<file path="src/rtl/pea_pkg.sv">
// ----------------------------------------------------------------------------
// pea_pkg
// Shared types and constants of the partition extent allocator: request
// codes, status codes, and the command and status bundles that join the
// controller and the datapath.
// ----------------------------------------------------------------------------
`timescale 1ns / 1ps
`default_nettype none

package pea_pkg;

  // Defaults of the top-level parameters.
  localparam int DefTableEntries = 128;
  localparam int DefLbaBits      = 48;

  // Fixed field widths.
  localparam int SizeW    = 37;
  localparam int SecShift = 11;  // 2048 sectors per megabyte
  localparam int NeedW    = SizeW + SecShift;
  localparam int GuidW    = 64;
  localparam int OutLbaW  = 48;
  localparam int OrdW     = 7;
  localparam int CfgDataW = 48;
  localparam int CfgIdxW  = 1;
  // Width of the fit comparisons, one above the widest operand.
  localparam int CmpW     = 65;

  // Configuration register indexes.
  localparam logic [CfgIdxW-1:0] RegFirstLba = 1'b0;
  localparam logic [CfgIdxW-1:0] RegLastLba  = 1'b1;

  // Result status codes.
  localparam logic [1:0] StOk       = 2'd0;
  localparam logic [1:0] StNoSpace  = 2'd1;
  localparam logic [1:0] StFull     = 2'd2;
  localparam logic [1:0] StNotFound = 2'd3;

  typedef enum logic [1:0] {
    REQ_CREATE,
    REQ_DELETE,
    REQ_LOOKUP_GUID,
    REQ_LOOKUP_IDX
  } req_e;

  typedef enum logic [2:0] {
    ADDR_HOLD,
    ADDR_INC,
    ADDR_DEC,
    ADDR_ZERO,
    ADDR_ORD,
    ADDR_CNT
  } addr_op_e;

  typedef enum logic [1:0] {
    WR_NONE,
    WR_UP,
    WR_DOWN,
    WR_NEW
  } wr_op_e;

  typedef enum logic [1:0] {
    RES_NONE,
    RES_ERR,
    RES_ENTRY
  } res_op_e;

  // Controller to datapath.
  typedef struct packed {
    logic     load;
    addr_op_e addr_op;
    logic     s_adv;
    logic     pos_save;
    wr_op_e   wr_op;
    logic     cnt_inc;
    logic     cnt_dec;
    res_op_e  res_op;
    logic [1:0] res_code;
  } pea_cmd_t;

  // Datapath to controller.
  typedef struct packed {
    req_e kind;
    logic type_null;
    logic guid_null;
    logic ord_ok;
    logic full;
    logic addr_lt_cnt;
    logic addr_inc_lt_cnt;
    logic addr_eq_pos;
    logic start_lt_s;
    logic start_le_s;
    logic s_le_last;
    logic fit_in;
    logic fit_end;
    logic last_top;
    logic guid_match;
    logic out_busy;
  } pea_stat_t;

endpackage

`default_nettype wire

</file>
<file path="src/rtl/pea_ctrl.sv">
// ----------------------------------------------------------------------------
// pea_ctrl
// Controller: sequences the table walks of each request (first-fit search,
// insert position, shift up or down, guid search) and issues datapath
// commands.
// ----------------------------------------------------------------------------
`timescale 1ns / 1ps
`default_nettype none

module pea_ctrl
  import pea_pkg::*;
(
  input  logic      clk_i,
  input  logic      rst_ni,
  input  logic      in_valid_i,
  output logic      in_ready_o,
  input  pea_stat_t stat_i,
  output pea_cmd_t  cmd_o
);

  typedef enum logic [3:0] {
    S_IDLE,
    S_DISPATCH,
    S_ERR,
    S_SRCH,
    S_POS,
    S_INS,
    S_INS_WR,
    S_NEW,
    S_NEW_WAIT,
    S_NEW_RES,
    S_FIND,
    S_LOOK_RES,
    S_DEL_RES,
    S_DEL_SHIFT,
    S_DEL_WR
  } state_e;

  state_e     state_q, state_d;
  logic [1:0] err_q, err_d;

  assign in_ready_o = (state_q == S_IDLE);

  // Next state and commands.
  always_comb begin
    state_d = state_q;
    err_d   = err_q;
    cmd_o   = '{load: 1'b0, addr_op: ADDR_HOLD, s_adv: 1'b0, pos_save: 1'b0,
                wr_op: WR_NONE, cnt_inc: 1'b0, cnt_dec: 1'b0,
                res_op: RES_NONE, res_code: err_q};
    case (state_q)
      S_IDLE: begin
        if (in_valid_i) begin
          cmd_o.load    = 1'b1;
          cmd_o.addr_op = ADDR_ZERO;
          state_d       = S_DISPATCH;
        end
      end
      S_DISPATCH: begin
        case (stat_i.kind)
          REQ_CREATE: begin
            if (stat_i.type_null || stat_i.guid_null) begin
              err_d   = StNoSpace;
              state_d = S_ERR;
            end else begin
              state_d = S_SRCH;
            end
          end
          REQ_LOOKUP_IDX: begin
            if (stat_i.ord_ok) begin
              cmd_o.addr_op = ADDR_ORD;
              state_d       = S_LOOK_RES;
            end else begin
              err_d   = StNotFound;
              state_d = S_ERR;
            end
          end
          default: begin
            if (stat_i.guid_null) begin
              err_d   = StNoSpace;
              state_d = S_ERR;
            end else begin
              state_d = S_FIND;
            end
          end
        endcase
      end
      S_ERR: begin
        if (!stat_i.out_busy) begin
          cmd_o.res_op = RES_ERR;
          state_d      = S_IDLE;
        end
      end
      // First-fit search over the gaps, one entry per cycle.
      S_SRCH: begin
        if (!stat_i.s_le_last) begin
          err_d   = StNoSpace;
          state_d = S_ERR;
        end else if (stat_i.addr_lt_cnt && stat_i.start_lt_s) begin
          cmd_o.addr_op = ADDR_INC;
        end else if (!stat_i.addr_lt_cnt) begin
          if (stat_i.fit_end) begin
            state_d = stat_i.full ? S_ERR : S_POS;
            err_d   = StFull;
            cmd_o.addr_op = ADDR_ZERO;
          end else begin
            err_d   = StNoSpace;
            state_d = S_ERR;
          end
        end else if (stat_i.fit_in) begin
          state_d = stat_i.full ? S_ERR : S_POS;
          err_d   = StFull;
          cmd_o.addr_op = ADDR_ZERO;
        end else if (stat_i.last_top) begin
          err_d   = StNoSpace;
          state_d = S_ERR;
        end else begin
          cmd_o.s_adv   = 1'b1;
          cmd_o.addr_op = ADDR_INC;
        end
      end
      // Insert position: after every entry that starts at or below the point.
      S_POS: begin
        if (stat_i.addr_lt_cnt && stat_i.start_le_s) begin
          cmd_o.addr_op = ADDR_INC;
        end else begin
          cmd_o.pos_save = 1'b1;
          cmd_o.addr_op  = ADDR_CNT;
          state_d        = S_INS;
        end
      end
      // Open a slot by moving entries up, from the top down.
      S_INS: begin
        if (stat_i.addr_eq_pos) begin
          state_d = S_NEW;
        end else begin
          cmd_o.addr_op = ADDR_DEC;
          state_d       = S_INS_WR;
        end
      end
      S_INS_WR: begin
        cmd_o.wr_op = WR_UP;
        state_d     = S_INS;
      end
      S_NEW: begin
        cmd_o.wr_op   = WR_NEW;
        cmd_o.cnt_inc = 1'b1;
        state_d       = S_NEW_WAIT;
      end
      S_NEW_WAIT: begin
        state_d = S_NEW_RES;
      end
      S_NEW_RES, S_LOOK_RES: begin
        if (!stat_i.out_busy) begin
          cmd_o.res_op = RES_ENTRY;
          state_d      = S_IDLE;
        end
      end
      // Guid search in table order.
      S_FIND: begin
        if (!stat_i.addr_lt_cnt) begin
          err_d   = StNotFound;
          state_d = S_ERR;
        end else if (stat_i.guid_match) begin
          state_d = (stat_i.kind == REQ_DELETE) ? S_DEL_RES : S_LOOK_RES;
        end else begin
          cmd_o.addr_op = ADDR_INC;
        end
      end
      S_DEL_RES: begin
        if (!stat_i.out_busy) begin
          cmd_o.res_op = RES_ENTRY;
          state_d      = S_DEL_SHIFT;
        end
      end
      // Close the table up by moving later entries down.
      S_DEL_SHIFT: begin
        if (stat_i.addr_inc_lt_cnt) begin
          cmd_o.addr_op = ADDR_INC;
          state_d       = S_DEL_WR;
        end else begin
          cmd_o.cnt_dec = 1'b1;
          state_d       = S_IDLE;
        end
      end
      S_DEL_WR: begin
        cmd_o.wr_op = WR_DOWN;
        state_d     = S_DEL_SHIFT;
      end
      default: begin
        state_d = S_IDLE;
      end
    endcase
  end

  always_ff @(posedge clk_i or negedge rst_ni) begin
    if (!rst_ni) begin
      state_q <= S_IDLE;
      err_q   <= StOk;
    end else begin
      state_q <= state_d;
      err_q   <= err_d;
    end
  end

endmodule

`default_nettype wire

</file>
<file path="config.mk">
export PLATFORM = sky130hd
export DESIGN_NAME = pea_ctrl
export DESIGN_NICKNAME = d
export VERILOG_FILES = /design/src/rtl/pea_pkg.sv /design/src/rtl/pea_ctrl.sv
export SDC_FILE = /design/constraint.sdc
export NUM_CORES = 1
export LEC_CHECK = 0
export ABC_AREA = 1
export ABC_CLOCK_PERIOD_IN_PS = 1500
export BUFFER_PORTS_ARGS = -buffer_cell sky130_fd_sc_hd__buf_2
export CORE_ASPECT_RATIO = 0.8
export CORE_UTILIZATION = 47
export DETAILED_ROUTE_END_ITERATION = 10
export HOLD_SLACK_MARGIN = 0.12
export PLACE_DENSITY_LB_ADDON = 0.2
export SKIP_LAST_GASP = 1
export SLEW_MARGIN = 15
export SYNTH_ARGS = -nofsm -noshare
export SYNTH_HDL_FRONTEND = slang
export SYNTH_SLANG_ARGS = --single-unit
</file>
<file path="constraint.sdc">
create_clock -name clk_i -period 1.5 [get_ports clk_i]
set_input_delay 0.225 -clock clk_i [delete_from_list [all_inputs] [get_ports clk_i]]
set_output_delay 0.225 -clock clk_i [all_outputs]
set_load 0.02 [all_outputs]
</file>
==> flow_metrics.py <==
metrics = {
    "sta": {
        "max_slew.worst_pin.slew_ns": 0.3636,
        "slew_headroom_pct": 75.67,
        "skew_ns": 0.01370,
        "slew_violations": 0,
        "clock.fmax_mhz": 568.0,
        "hold_viol": 0,
        "fin_setup_tns_ns": -2.914,
        "min_period_ns": 1.761,
        "finalCritPeriodShare_pct": 117.4,
        "setup_ws_ns": -0.2607,
        "grt_setup_unrepaired": "yes",
        "setup_violations": 18,
    },
    "layout": {
        "diodes": 0,
        "fin_cells": 253,
        "area_growth_pct": 71.53,
        "fin_nets": 256,
        "layout-drive-gt1-share_pct": 45.89,
    },
    "routing": {
        "wire_per_inst_um": 17.79,
        "drt_iter0_drc": 155,
        "avgViaCountPerCell": 6.051,
        "drc_errors": 0,
        "dr.pass1.iters": 5,
        "drtAntennaViolNets": 0,
        "vias": 1531,
        "drt-total-wl_mm": 4.500,
    },
    "job": {
        "drv_cap": 0,
    },
    "power_and_ir_drop": {
        "report.power.total_mw": 2.608,
        "power.share.combinational_pct": 78.7,
        "swShare_pct": 54.54,
        "vdd_drop_max_uv": 1245,
        "p_int_mw": 1.185,
        "powerDensity_nw_per_um2": 1792,
        "power_frac_seq_pct": 15.0,
        "clockPowerShare_pct": 6.4,
        "switchingPower_mw": 1.423,
        "power.static_leakage_nw": 0.8546,
    },
    "floorplan": {
        "die_h_um": 40,
        "start_util_pct": 51.13,
        "die_area_um2": 1980,
        "rows": 13,
        "io-pin-count": 35,
        "core_area_um2": 1659,
        "die_x_um": 49.50,
    },
    "setup_path": {
        "cp_max_fo": 7,
        "worstSetupEndpointType": "primary output",
        "worstPathArrival_ns": 1.54,
        "r2r.worst_path.cells": 10,
        "start_kind": "flip-flop",
        "required_ns": 1.27,
        "worstSetupPathType": "flip-flop to primary output",
    },
    "cts": {
        "ctsLongestPathBuffers": 2,
        "htreeDepth": 1,
        "clock-sinks": 6,
        "cts_root_buf": "clkbuf_4",
        "cts_tree": "built",
        "clk_pin_slew_ns": 0.06,
        "cts_buffers": 3,
        "insertion_delay_ns": 0.27,
    },
    "yosys": {
        "ys_seq_area_share_pct": 17.70,
        "yosysTopAreaCell": "nand2_1",
        "synth_area_leaders": "nand2_1 31%, dfrtp_1 18%, nor2_1 11%, inv_1 8.0%, nand3_1 6.5%",
        "ys_warn_count": 0,
        "syn-cell-area_um2": 848.3,
        "synthesis.nets": 190,
        "yosysTopAreaCellShare_pct": 30.97,
        "ys.flop_type": "dfrtp_1",
        "synth-edff-count": 0,
        "synth_seq_cells": 6,
        "yosysUniqueCellTypes": 17,
        "synthTopCellsByCount": "70 x nand2_1, 25 x nor2_1, 18 x inv_1",
        "synth.most_common_cell": "nand2_1",
        "avgSynthCellArea_um2": 5.080,
        "async_flop_share_pct": 100.0,
        "syn_inst": 167,
    },
    "grt": {
        "grt_usage_pct": 37.55,
        "grt_overflow": 0,
        "antenna_found_initial": 0,
        "grt_pass1_wl_mm": 5.319,
        "grt_max_degree": 9,
        "grt_pass1_vias": 1199,
    },
    "worst_hold_path": {
        "min_path_type": "primary input to async pin",
    },
    "placed_design": {
        "place_hpwl_mm": 2.312,
        "dp.cells": 233,
        "io_buffers": 34,
        "dp_slack_ns": -0.06742,
        "routabilityCongestion": 0.9700,
    },
    "run_status": {
        "violations": "setup timing",
        "outcome": "finished with violations",
    },
}
## metrics by stage
step | hold WS, ns | cell area [um2] | utilization, %
2_1_floorplan | -0.07059 | 870.8 | -
3_3_place_gp | 0.05418 | 1151 | 69.38
3_5_place_dp | 0.05758 | 1151 | 69.38
4_1_cts | 0.3296 | 1319 | 79.49
5_1_grt | 0.3332 | 1455 | 87.71
6_report | 0.3350 | 1455 | 87.71
## cell type report
| class | count | area [um2] |
|---|---|---|
| multi-input combinational | 135 | 728.2 |
| timing repair buffer | 64 | 432.9 |
| fill | 91 | 203.9 |
| sequential | 6 | 155.1 |
| inverter | 23 | 88.84 |
| tap | 22 | 27.53 |
| clock buffer | 3 | 22.52 |
## registers in the layout, indices dropped and copies added (netlist names)
name     cells
err_q        2
state_q      4
## kinds of logic (layout without fill, tap and decap cells)
family	Yosys count	after routing	share of synthesized area, %
AOI/OAI and AO/OA	14	14	8.702
adders and majority gates	3	3	4.425
buffers and inverters	26	90	11.95
DFF	6	6	17.70
and+or+nand+nor	118	118	57.23
## per-layer routing
layer	routed length, um	track usage [%]	vias to the layer above
met5	0	0	-
met4	320	11.43	0
met3	612	8.333	55
met2	2023	71.92	173
met1	1544	43.60	655
li1	-	-	648
## timing repair
item / 4_1_cts / 5_1_grt
setup endpoints to repair: 14 / 18
pin swaps: 3 / 9
gates resized for setup: 21 / 30
hold buffers: 1 / 0
setup buffers: 10 / 6
hold endpoints to repair: 6 / 0
## layout by cell type, fill, tap and decap left out
master | netlist | final
o21ai_1 | 2 | 3
nand2_2 | 0 | 9
nor4_2 | 0 | 1
a21oi_1 | 6 | 5
dfrtp_1 | 6 | 2
o21ai_0 | 5 | 3
inv_1 | 18 | 16
nand2_1 | 70 | 60
a21oi_2 | 0 | 1
ha_1 | 3 | 3
inv_2 | 5 | 6
buf_4 | 0 | 38
dfrtp_2 | 0 | 4
nand3_1 | 11 | 9
o221ai_2 | 0 | 1
nor3_4 | 0 | 1
nor2_4 | 0 | 8
buf_6 | 0 | 2
nor2_2 | 5 | 3
nand3b_1 | 1 | 1
nand2_4 | 0 | 1
o21ai_2 | 0 | 1
inv_4 | 0 | 1
clkbuf_4 | 0 | 3
nor2_1 | 25 | 19
nand3_2 | 0 | 2
buf_2 | 3 | 23
nand4_1 | 3 | 3
nor3_2 | 0 | 1
dlygate4sd3_1 | 0 | 1
## path summary, 6_finish.rpt
path                                        startpoint                endpoint  slack, ns
worst max-delay path            state_q[0]$_DFFE_PN0P_                cmd_o[9]      -0.26
worst min-delay path                            rst_ni  state_q[0]$_DFFE_PN0P_       0.34
worst max register to register  state_q[0]$_DFFE_PN0P_    err_q[1]$_DFFE_PN0P_      -0.18
worst min register to register    err_q[0]$_DFFE_PN0P_    err_q[0]$_DFFE_PN0P_       0.47
max in group asynchronous                       rst_ni  state_q[1]$_DFFE_PN0P_       0.96
min in group clk_i                           stat_i[0]  state_q[2]$_DFFE_PN0P_       0.42
## critical path: stages (launching register included)
cell and delay, ns:
dfrtp_2 0.50, nand2_2 0.11, inv_2 0.09, nand2_4 0.07, nor2_4 0.10, nand2_2 0.08
nor3_2 0.16, buf_4 0.16
## power by group through the flow
stage                     logic [mW]  registers, mW  clock network (mW)
after floorplan                0.879          0.308                   0
after global placement          1.33          0.336                   0
after global routing            2.16          0.397               0.176
after detailed placement        1.36          0.340                   0
after CTS                       1.59          0.348               0.156
final                           2.05          0.390               0.166
Note: power is estimated with default switching activity, not from simulation.
